### src/hw/rtl/text_mode_terminal_writer_core_defines.svh
// Assertion macros shared by the terminal writer modules.
`ifndef TEXT_MODE_TERMINAL_WRITER_CORE_DEFINES_SVH
`define TEXT_MODE_TERMINAL_WRITER_CORE_DEFINES_SVH

`ifndef SYNTHESIS
// Checks that a property holds at every rising clock edge outside reset.
`define TMTW_ASSERT(name, clk, rstn, prop, msg) \
  name: assert property (@(posedge clk) disable iff (!rstn) (prop)) \
    else $error(msg);
// Checks that a condition never occurs outside reset.
`define TMTW_ASSERT_NEVER(name, clk, rstn, cond, msg) \
  name: assert property (@(posedge clk) disable iff (!rstn) !(cond)) \
    else $error(msg);
`else
`define TMTW_ASSERT(name, clk, rstn, prop, msg)
`define TMTW_ASSERT_NEVER(name, clk, rstn, cond, msg)
`endif

`endif

### src/hw/rtl/tmtw_pkg.sv
// Types and constants of the text mode terminal writer.
package tmtw_pkg;

  localparam int DEF_COLUMNS = 80;
  localparam int DEF_ROWS    = 25;
  localparam int Q_DEPTH     = 2;

  localparam logic [1:0] CMD_PUT   = 2'd0;
  localparam logic [1:0] CMD_CLEAR = 2'd1;
  localparam logic [1:0] CMD_READ  = 2'd2;

  localparam logic REG_FG = 1'b0;
  localparam logic REG_BG = 1'b1;

  localparam logic [7:0]  CH_NEWLINE = 8'd10;
  localparam logic [7:0]  CH_SPACE   = 8'h20;
  localparam logic [15:0] INIT_CELL  = 16'h0720;
  localparam logic [3:0]  FG_RESET   = 4'd7;
  localparam logic [3:0]  BG_RESET   = 4'd0;

  typedef enum logic [2:0] {
    OP_NOP,
    OP_PUT,
    OP_NEWLINE,
    OP_CLEAR,
    OP_READ,
    OP_READ_OOB
  } op_e;

  typedef struct packed {
    logic [1:0] command;
    logic [7:0] character;
    logic [4:0] read_row;
    logic [6:0] read_col;
  } tmtw_in_t;

  typedef struct packed {
    logic [7:0] cell_char;
    logic [7:0] cell_attr;
    logic [4:0] cursor_row;
    logic [6:0] cursor_col;
  } tmtw_out_t;

  typedef struct packed {
    op_e        kind;
    logic [7:0] ch;
    logic [4:0] row;
    logic [6:0] col;
  } tmtw_op_t;

endpackage

### src/hw/rtl/tmtw_front.sv
// Input side: takes command transfers and classifies them into operations.
module tmtw_front #(
  parameter int COLUMNS = tmtw_pkg::DEF_COLUMNS,
  parameter int ROWS    = tmtw_pkg::DEF_ROWS
) (
  input  logic               in_valid_i,
  output logic               in_ready_o,
  input  tmtw_pkg::tmtw_in_t in_data_i,
  input  logic               q_full_i,
  output logic               q_push_o,
  output tmtw_pkg::tmtw_op_t q_op_o
);
  import tmtw_pkg::*;

  logic in_bounds;

  assign in_ready_o = !q_full_i;
  assign q_push_o   = in_valid_i && !q_full_i;
  assign in_bounds  = (32'(in_data_i.read_row) < ROWS) && (32'(in_data_i.read_col) < COLUMNS);

  always_comb begin
    q_op_o.ch  = in_data_i.character;
    q_op_o.row = in_data_i.read_row;
    q_op_o.col = in_data_i.read_col;
    unique case (in_data_i.command)
      CMD_PUT:   q_op_o.kind = (in_data_i.character == CH_NEWLINE) ? OP_NEWLINE : OP_PUT;
      CMD_CLEAR: q_op_o.kind = OP_CLEAR;
      CMD_READ:  q_op_o.kind = in_bounds ? OP_READ : OP_READ_OOB;
      default:   q_op_o.kind = OP_NOP;
    endcase
  end

endmodule

### config.mk
export PLATFORM = sky130hd
export DESIGN_NAME = tmtw_front
export DESIGN_NICKNAME = d
export VERILOG_FILES = /design/src/hw/rtl/text_mode_terminal_writer_core_defines.svh /design/src/hw/rtl/tmtw_pkg.sv /design/src/hw/rtl/tmtw_front.sv
export SDC_FILE = /design/constraint.sdc
export NUM_CORES = 1
export LEC_CHECK = 0
export ABC_AREA = 1
export BUFFER_PORTS_ARGS = -buffer_cell sky130_fd_sc_hd__buf_2
export CAP_MARGIN = 20
export CORE_AREA = 2 2 39 41
export DETAILED_ROUTE_END_ITERATION = 8
export DIE_AREA = 0 0 41 43
export PLACE_DENSITY = 0.69
export SLEW_MARGIN = 20
export SYNTH_ARGS = -nofsm -noshare
export SYNTH_HDL_FRONTEND = slang
export SYNTH_SLANG_ARGS = --single-unit
### constraint.sdc
create_clock -name vclk -period 0.8
set_input_delay 0.08 -clock vclk [all_inputs]
set_output_delay 0.08 -clock vclk [all_outputs]
set_load 0.1 [all_outputs]
## Yosys cells after proc, flatten, opt, wreduce, memory -nomap -nowiden

Index checks and enable logic that the tools add are counted.
Widths: inputs -> output; s select.

- Bitwise logic cells: 0
- Magnitude comparators: 2
- Mux-type cells: 3
- Add/subtract/negate cells: 0
- $mul: 0
- Reduce and logical (&&, ||, !) cells: 4
- Equality and inequality tests: 3
- Divide/modulo/power cells: 0
- Shifts and indexed selects: 0

Operators with widths:

| cell | count |
|---|---|
| $pmux 3 s3 | 1 |
| $eq 8x4->1 const B | 1 |
| $lt 7x7->1 const B | 1 |
| $lt 5x5->1 const B | 1 |
| $eq 2x1->1 const B | 1 |
| $eq 2x2->1 const B | 1 |
| $logic_and 1x1->1 | 2 |
| $logic_not 2->1 | 1 |
| $mux 2 | 1 |
| $logic_not 1->1 | 1 |
| $mux 1 | 1 |

- Word-level logic and storage cells: 12
- Latch bits: 0
- Memory bits (writable): 0
- Memories: 0
- Flip-flop bits (word level): 0
- Output and inout bits: 25
- ROM bits: 0
- Input port bits: 24

## Depth between registers and ports, before layout

- Word-level depth: 4
- Depth in mapped cells: 6

## Least setup slack after synthesis

OpenSTA, ideal clock, no wires.

- Kind: input -> output
- Start: input port in_data_i[21] (netlist bit)
- End: output port q_op_o[20] (netlist bit)
- Stages: 4
- Path buffers: 0
- Data required time: 0.720 ns
- Slack: -1.022 ns
- Data arrival time: 1.742 ns
- Cells stage by stage: inv_2 nor2_2 nand2_1 nand3_1

RTL lines:

| element | line | source |
|---|---|---|
| start: declaration | tmtw_front.sv:8 | `input tmtw_pkg::tmtw_in_t in_data_i,` |
| end: declaration | tmtw_front.sv:11 | `output tmtw_pkg::tmtw_op_t q_op_o` |

==> run metrics <==
RSZ-0062 raised after global routing=true; Internal Power=366.9 uW; initial antenna violation count=0; Least-Margin Pin Slew=0.1917 ns; Buf/Inv on CP=3; Min-Delay Path Class=in2out; Placed Area=845.8 um^2; Flop pwr share=0%; num rows=14; Clock power frac=0%; Mean Syn Cell Area=5.430 um^2; Synth top area share=52.17%; largest net degree at the start of global routing=4; Leak=0.0004841 uW; worst vdd ir=0.0004229 V; DRT Pass-1 Iters=1; ant diodes=0; placed insts=106; initial core utilization=20.80%; Setup TNS=-0.07080 ns; Worst Setup Start Kind=input pin; combinational share of power=100.0%; drt via density=3.804; switch share=61.11%; Syn Nets=77; Crit Path Max Fanout=2; multiplexer area fraction after synthesis=0%; Die Span Y=43 um; Storage cell area=0 um^2; nets@finish=117; initial DRC count=0; Final Hold Violating Endpoints=0; vias in the first global route=426; DR vias=407; Yosys cell types=9; Compound-Gate Fraction of Synth Area=1.739%; Crit path arrival time=0.76 ns; post-synthesis cell area=287.8 um^2; min Tclk post-route=0.8438 ns; first-pass GRT wire length=1545 um; Mapped Cells=53; drt total wl=979 um; remaining antenna violation count=0; synth warn=0; Seq/Total Area, Yosys=0%; Max Clk Rate=1185 MHz; dpl hpwl=842 um; Setup Slack @ Placement=-0.1200 ns; Post-Synth Adder-Cell Area=0%; synth cell count leaders=20 x buf_4, 13 x nand2_1, 9 x inv_1; # port buffers=41; Max-slew headroom=87.19%; grt total ovfl=0; gpl congestion=0.5980; Die Footprint=1763 um^2; largest family of logic cells by synthesized area=buffers and inverters; Min Hold Slack=0.1600 ns; failing checks=negative setup slack; post-synth top area cell=buf_4; Final Instance Area=943.4 um^2; Residual DRC=0; status=complete, but fails checks; CP Data Required Time=0.72 ns; clock buffer count=0; layout cells sized above 1=90.11%; Final setup viols=2; Slew Viols, Final=0; Top delay family on crit path=simple AND/OR/NAND/NOR gates; Seq Cell Count=0; most common cell in the netlist=buf_4; Post-Synth Simple-Gate Area=31.74%; critical path class=in2out; PwrDens=1000 nW/um^2; XOR/XNOR share of the synthesized area=0%; # IOs=49; crit end category=primary output; Avg WL per Cell=9.150 um; final worst setup slack=-0.04375 ns; slowest cell on the critical path=buf_12; core area=1384 um^2; non-filler instance count after layout=107; Die X=41 um; CP dominant cell by count=nand2_2; Final period util=105.5%; worst path cell trace=buf_6, inv_2, nand2_2, nor2_4, nand2_2, nand2_2, nand3_4, buf_12; Synth area leaders=buf_4 52%, nand2_1 17%, inv_1 12%, nor2_2 8.7%, nand3_1 3.5%; Max-cap violations=0; Tot GR Track Use=11.89%; max incr delay on CP=0.17 ns; Area Overhead vs Synth=227.8%; switching pwr=576.7 uW
[through the flow]
stage / util (%) / power (uW)
global placement: 61.12 / 885.6
floorplan: - / 647.2
detailed placement: 61.12 / 896.3
global route: 68.17 / 972.3
CTS: 65.64 / 930.7
finish: 68.17 / 943.6
[power by group through the flow]
stage                     Combinational, uW  Clock [uW]  Sequential [uW]
after floorplan                         647           0                0
after global placement                  886           0                0
after detailed placement                896           0                0
after CTS                               931           0                0
after global routing                    972           0                0
final                                   944           0                0
[worst paths after layout]
path  slack (ns)           from  depth (start not counted)    endpoint
min         0.16   in_data_i[3]                          0   q_op_o[3]
max        -0.04  in_data_i[12]                          8  q_op_o[20]
[routing by layer]
metal  vias to the layer above  wire length [um]  global-route usage [%]
li1                        209                 -                       -
met1                       184               232                   11.08
met2                        14               689                   26.25
met3                         0                57                       0
met4                         0                 0                       0
met5                         -                 0                       0
[cell type report]
type / count / area [um^2]
repair buffers: 58 / 700.7
fillers: 115 / 440.4
multi-input cells: 22 / 168.9
inverters: 11 / 53.80
well taps: 16 / 20.02
[cells by family after synthesis]
| logic type | after synthesis |
|---|---|
| buf+inv | 31 |
| compound gates | 1 |
| simple gates | 21 |
[cell usage in the layout (no fill, tap or decap), drive strengths merged]
master	n
inv	11
buf	57
o21ai	1
nand3	2
nor2	6
clkbuf	1
nand2	13
[timing repair]
| action | 4_1_cts | 5_1_grt |
|---|---|---|
| setup buffers | 0 | 1 |
| hold buffers | 0 | 0 |
| pin swaps | 11 | 6 |
| endpoints found under the setup margin | 2 | 3 |
| hold endpoints to repair | 0 | 0 |
| resized for setup | 20 | 7 |
No activity file was read; power rests on OpenSTA's default activity.
