## config.mk

```make
export PLATFORM = sky130hd
export DESIGN_NAME = tmtw_fifo
export DESIGN_NICKNAME = d
export VERILOG_FILES = /design/src/hw/rtl/tmtw_pkg.sv /design/src/hw/rtl/tmtw_fifo.sv
export VERILOG_INCLUDE_DIRS = /design/src /design/src/hw/rtl
export SDC_FILE = /design/constraint.sdc
export NUM_CORES = 1
export LEC_CHECK = 0
export ABC_AREA = 1
export BUFFER_PORTS_ARGS = -buffer_cell sky130_fd_sc_hd__buf_2
export CAP_MARGIN = 20
export CORE_UTILIZATION = 28
export DETAILED_ROUTE_END_ITERATION = 6
export PLACE_DENSITY = 0.52
export SYNTH_ARGS = -nofsm -noshare
export SYNTH_HDL_FRONTEND = slang
export SYNTH_SLANG_ARGS = --single-unit
```

## constraint.sdc

```tcl
create_clock -name clk_i -period 2.4 [get_ports clk_i]
set_input_delay 0.36 -clock clk_i [delete_from_list [all_inputs] [get_ports clk_i]]
set_output_delay 0.36 -clock clk_i [all_outputs]
set_load 0.01 [all_outputs]
```

## src/hw/rtl/text_mode_terminal_writer_core_defines.svh

```systemverilog
// Assertion macros shared by the terminal writer modules.
`ifndef TEXT_MODE_TERMINAL_WRITER_CORE_DEFINES_SVH
`define TEXT_MODE_TERMINAL_WRITER_CORE_DEFINES_SVH

`ifndef SYNTHESIS
// Checks that a property holds at every rising clock edge outside reset.
`define TMTW_ASSERT(name, clk, rstn, prop, msg) \
  name: assert property (@(posedge clk) disable iff (!rstn) (prop)) \
    else $error(msg);
// Checks that a condition never occurs outside reset.
`define TMTW_ASSERT_NEVER(name, clk, rstn, cond, msg) \
  name: assert property (@(posedge clk) disable iff (!rstn) !(cond)) \
    else $error(msg);
`else
`define TMTW_ASSERT(name, clk, rstn, prop, msg)
`define TMTW_ASSERT_NEVER(name, clk, rstn, cond, msg)
`endif

`endif

```

## src/hw/rtl/tmtw_pkg.sv

```systemverilog
// Types and constants of the text mode terminal writer.
package tmtw_pkg;

  localparam int DEF_COLUMNS = 80;
  localparam int DEF_ROWS    = 25;
  localparam int Q_DEPTH     = 2;

  localparam logic [1:0] CMD_PUT   = 2'd0;
  localparam logic [1:0] CMD_CLEAR = 2'd1;
  localparam logic [1:0] CMD_READ  = 2'd2;

  localparam logic REG_FG = 1'b0;
  localparam logic REG_BG = 1'b1;

  localparam logic [7:0]  CH_NEWLINE = 8'd10;
  localparam logic [7:0]  CH_SPACE   = 8'h20;
  localparam logic [15:0] INIT_CELL  = 16'h0720;
  localparam logic [3:0]  FG_RESET   = 4'd7;
  localparam logic [3:0]  BG_RESET   = 4'd0;

  typedef enum logic [2:0] {
    OP_NOP,
    OP_PUT,
    OP_NEWLINE,
    OP_CLEAR,
    OP_READ,
    OP_READ_OOB
  } op_e;

  typedef struct packed {
    logic [1:0] command;
    logic [7:0] character;
    logic [4:0] read_row;
    logic [6:0] read_col;
  } tmtw_in_t;

  typedef struct packed {
    logic [7:0] cell_char;
    logic [7:0] cell_attr;
    logic [4:0] cursor_row;
    logic [6:0] cursor_col;
  } tmtw_out_t;

  typedef struct packed {
    op_e        kind;
    logic [7:0] ch;
    logic [4:0] row;
    logic [6:0] col;
  } tmtw_op_t;

endpackage

```

## src/hw/rtl/tmtw_fifo.sv

```systemverilog
// Short queue of classified operations between front and back.
`include "text_mode_terminal_writer_core_defines.svh"
module tmtw_fifo (
  input  logic              clk_i,
  input  logic              rst_ni,
  input  logic              push_i,
  input  tmtw_pkg::tmtw_op_t push_op_i,
  output logic              full_o,
  input  logic              pop_i,
  output logic              valid_o,
  output tmtw_pkg::tmtw_op_t head_op_o
);
  import tmtw_pkg::*;

  localparam int PW = (Q_DEPTH > 1) ? $clog2(Q_DEPTH) : 1;
  localparam int NW = $clog2(Q_DEPTH + 1);

  tmtw_op_t        slot_q [Q_DEPTH];
  logic [PW-1:0]   wptr_q, wptr_d, rptr_q, rptr_d;
  logic [NW-1:0]   cnt_q, cnt_d;

  assign full_o    = (cnt_q == NW'(Q_DEPTH));
  assign valid_o   = (cnt_q != '0);
  assign head_op_o = slot_q[rptr_q];

  always_comb begin
    wptr_d = wptr_q;
    rptr_d = rptr_q;
    cnt_d  = cnt_q;
    if (push_i) begin
      wptr_d = (wptr_q == PW'(Q_DEPTH - 1)) ? '0 : wptr_q + 1'b1;
    end
    if (pop_i) begin
      rptr_d = (rptr_q == PW'(Q_DEPTH - 1)) ? '0 : rptr_q + 1'b1;
    end
    if (push_i && !pop_i) begin
      cnt_d = cnt_q + 1'b1;
    end else if (pop_i && !push_i) begin
      cnt_d = cnt_q - 1'b1;
    end
  end

  always_ff @(posedge clk_i or negedge rst_ni) begin
    if (!rst_ni) begin
      wptr_q <= '0;
      rptr_q <= '0;
      cnt_q  <= '0;
    end else begin
      wptr_q <= wptr_d;
      rptr_q <= rptr_d;
      cnt_q  <= cnt_d;
    end
  end

  always_ff @(posedge clk_i) begin
    if (push_i) begin
      slot_q[wptr_q] <= push_op_i;
    end
  end

  `TMTW_ASSERT_NEVER(a_no_overflow, clk_i, rst_ni, push_i && full_o, "queue push while full")
  `TMTW_ASSERT_NEVER(a_no_underflow, clk_i, rst_ni, pop_i && !valid_o, "queue pop while empty")
  `TMTW_ASSERT(a_cnt_bound, clk_i, rst_ni, cnt_q <= NW'(Q_DEPTH), "queue count off range")

endmodule

```

# Word-level counts from Yosys, hierarchy flattened
# Memory sizes are Yosys's and may differ from the RTL's.
# Index checks and enable logic that the tools add are counted.
[classes] n_reduce_logical=6 muxes=6 n_addsub=4 n_eq_ne=1
[ops] op="two-way mux 1 bit" n=4
[ops] op="two-way mux 2 bit" n=2
[ops] op="nonzero test 2 bit" n=2
[ops] op="adder 1 bit, second input constant" n=2
[ops] op="adder 2 x 1 -> 2 bit, second input constant" n=1
[ops] op="equality test 2 bit, second input constant" n=1
[ops] op="logical AND 1 bit" n=2
[ops] op="logical NOT 1 bit" n=2
[ops] op="subtractor 2 x 1 -> 2 bit, second input constant" n=1
[word_totals] n_memories=1 register_bits=4 ram_bits=46 elab_cells=21 output_inout_bits=25 input_bits=27
[mem_list] name="slot_q" words=2 word_bits=23 read_ports=1 rd_clocked_by_memory_dff=0 write_ports=1 line_no="tmtw_fifo.sv:18" source="tmtw_op_t slot_q [Q_DEPTH];"

# Longest topological paths before layout
[logic_depth] ltp_word=4 depth_mapped=7 mapped_depth_nobuf=7

# Least setup slack after synthesis
# No wires, ideal clock.
[synth_timing] kind="reg2reg" startpoint="register wptr_q" endpoint="memory slot_q[0][0] (netlist name), enable pin" setup_slack_ps=604 t_arrival_ps=1393 setup_ps=403 synth_period_minus_slack_ps=1796 required_ps=1997 path_buffers=0 stages_incl_launch_ff=2 cell_sequence="dfrtp_1 > nor2_1"
[synth_rtl] element="start, declared" line_no="tmtw_fifo.sv:19" source="logic [PW-1:0] wptr_q, wptr_d, rptr_q, rptr_d;"
[synth_rtl] element="start signal, assigned" line_no="tmtw_fifo.sv:49" source="wptr_q <= wptr_d;"
[synth_rtl] element="end, declared" line_no="tmtw_fifo.sv:18"
# No word-level cell before the write port.

==> metrics <==
status finished, final reports clean; DR pass1 iterations 3; clock latency on the worst-skew pair 0.29 ns; cts bufs inserted 5; max-cap violation count 0; HP Class in -> reg; Yosys warning count 0; clk root buf clkbuf_8; CTS tree built; share of layout cells above drive strength 1 0.538; area leader, netlist edfxtp_1; FF-to-FF Start wptr_q; syn_nets 125; Final Cycle Share 0.780; Async S/R FF share, synth 0.0800; Global Route Usage Sum 0.0965; CP Launch Type flip-flop; overall power 2.56 mW; I/O pin cnt 52; register-to-register setup slack 1.10 ns; leakage 0.996 nW; Setup Fix Bufs, Post-CTS 0; DR DRC count 0; cts hold-fix bufs 1; routed vias/inst 4.02; top post-synthesis cells by area edfxtp_1 70%, mux2_4 14%, dfrtp_1 5.1%; Slew @ Worst Pin 0.300 ns; Critical Path AT 1.51 ns; PostCTS Resize Cnt 0; combined area of the multi-input logic cells 413 um2; GRT overflow 0; Post-synth EDFFs 46; Commonest cells post-synth 46 x edfxtp_1, 19 x mux2_4, 7 x inv_1; register bit count reported by yosys 50; PD cells 1060 nW/um2; Fin. Hold Viols 0; WS Path Type reg -> out; Syn-to-layout area delta 22.9%; number of global-route vias before repair 1065; Mean Syn Cell Area 20.3 um2; Fill cells 671; initial antenna violation count 0; WL/cell 12.9 um; CP Capture Type primary output; Yosys top cell area share 0.701; Die Height 85.9 um; wire length of the first global-routing pass 5.15 mm; gpl congestion 0.735; Die X-Extent 85.9 um; Critical Path Sink head_op_o[0]; Setup Skew 0.00151 ns; Max Freq 0.534 GHz; VDD IR max 0.456 mV; post-synthesis sequential area ratio 0.752; RSZ-0062 raised after global routing no; synth unique cells 14; depth of the CTS H-tree 2; row cnt 30; final critical-path required period 1.87 ns; largest net degree at the start of global routing 20; # port buffers 51; clock-pin slew on the worst setup and hold paths 0.08 ns; die area 7370 um2; detailed placement HPWL 2.38 mm; predominant post-synthesis flop cell edfxtp_1; Post-DP Area 2340 um2; Reg2Reg Depth 3; CP Max Fanout 19; Slew headroom 0.800; Core Area 6790 um2; ant diodes 0; post-route ant nets 0; Worst Path Required 2.04 ns; Setup violations, final 0; Vias 1013; Post-Route Setup TNS 0 ns; FF/Latch Area 1480 um2; final WL 3.24 mm; Reg-to-Reg End slot_q[1][4]; Iteration-0 DRC Markers 24; final instance area 2420 um2; clk sinks 50; initial core utilization 0.290; area of the mapped netlist 1970 um2; Slew Viols, Final 0; CP Launch Point rptr_q; nets@finish 185; Gate Count Post-Synth 97; clk buf depth 2; top-count cell post-synth edfxtp_1
-- cell usage in the layout (no fill, tap or decap) --
master and instances:
dlygate4sd3_1 1, buf_4 3, xnor2_1 1, buf_12 1, nand3_1 1, edfxtp_1 46
mux2_2 4, clkbuf_8 5, buf_2 51, mux2_4 19, xor2_1 2, nand4_1 1
clkinv_1 1, nand2_1 6, ha_1 1, inv_1 7, nor2_1 1, nor2_2 1
dfrtp_1 4
-- power by group --
group	switching, mW	total, mW	leakage [nW]	internal, mW
logic	0.424	0.895	0.480	0.472
registers	0.0811	1.24	0.479	1.16
clock network	0.235	0.425	0.0375	0.190
-- registers in the layout (all words and copies together) (netlist names) --
name / flops
cnt_q: 2
slot_q: 46
wptr_q: 1
rptr_q: 1
-- critical path: stages, from the launching register on --
cell and delay (ns):
dfrtp_1 0.52, buf_12 0.24, mux2_4 0.32, buf_2 0.14
-- metrics by stage --
stage / utilization / hold WS [ns] / setup slack [ns] / cells
2_1_floorplan: - / 0.0644 / 0.604 / 97
3_3_place_gp: 0.344 / 0.171 / 0.843 / 245
3_5_place_dp: 0.344 / 0.176 / 0.832 / 245
4_1_cts: 0.356 / 0.235 / 0.489 / 252
5_1_grt: 0.356 / 0.229 / 0.437 / 252
6_report: 0.356 / 0.255 / 0.529 / 252
-- layout make-up --
class | count | area share
Sequential cell | 50 | 0.612
Multi-Input combinational cell | 37 | 0.171
Timing Repair Buffer | 56 | 0.127
Tap cell | 96 | 0.0496
Clock buffer | 5 | 0.0284
Inverter | 7 | 0.0109
Clock inverter | 1 | 0.00155
-- how the worst min path moves through the flow --
stage / startpoint / endpoint / slack, ns / cells after the start
after CTS: push_op_i[4] / slot_q[0][4] / 0.23 / 1
after detailed placement: rst_ni / cnt_q[0] / 0.18 / 1
after global placement: rst_ni / cnt_q[1] / 0.17 / 1
after global routing: push_op_i[6] / slot_q[1][6] / 0.23 / 1
after floorplan: rst_ni / cnt_q[0] / 0.06 / 0
final: push_op_i[4] / slot_q[0][4] / 0.26 / 1
-- cells by family after synthesis --
family | after synthesis | share of synthesized area
fa+ha+maj | 1 | 0.00635
xor+xnor | 3 | 0.0133
buf+inv | 10 | 0.0394
mux | 23 | 0.168
flops | 50 | 0.752
simple gates | 10 | 0.0210
-- metal layers --
metal	routed length [um]	GRT usage
met5	0	0
met2	1610	0.155
met3	261	0.0491
met4	11	0.0318
met1	1360	0.112
Power figures use the tool's default switching activity.
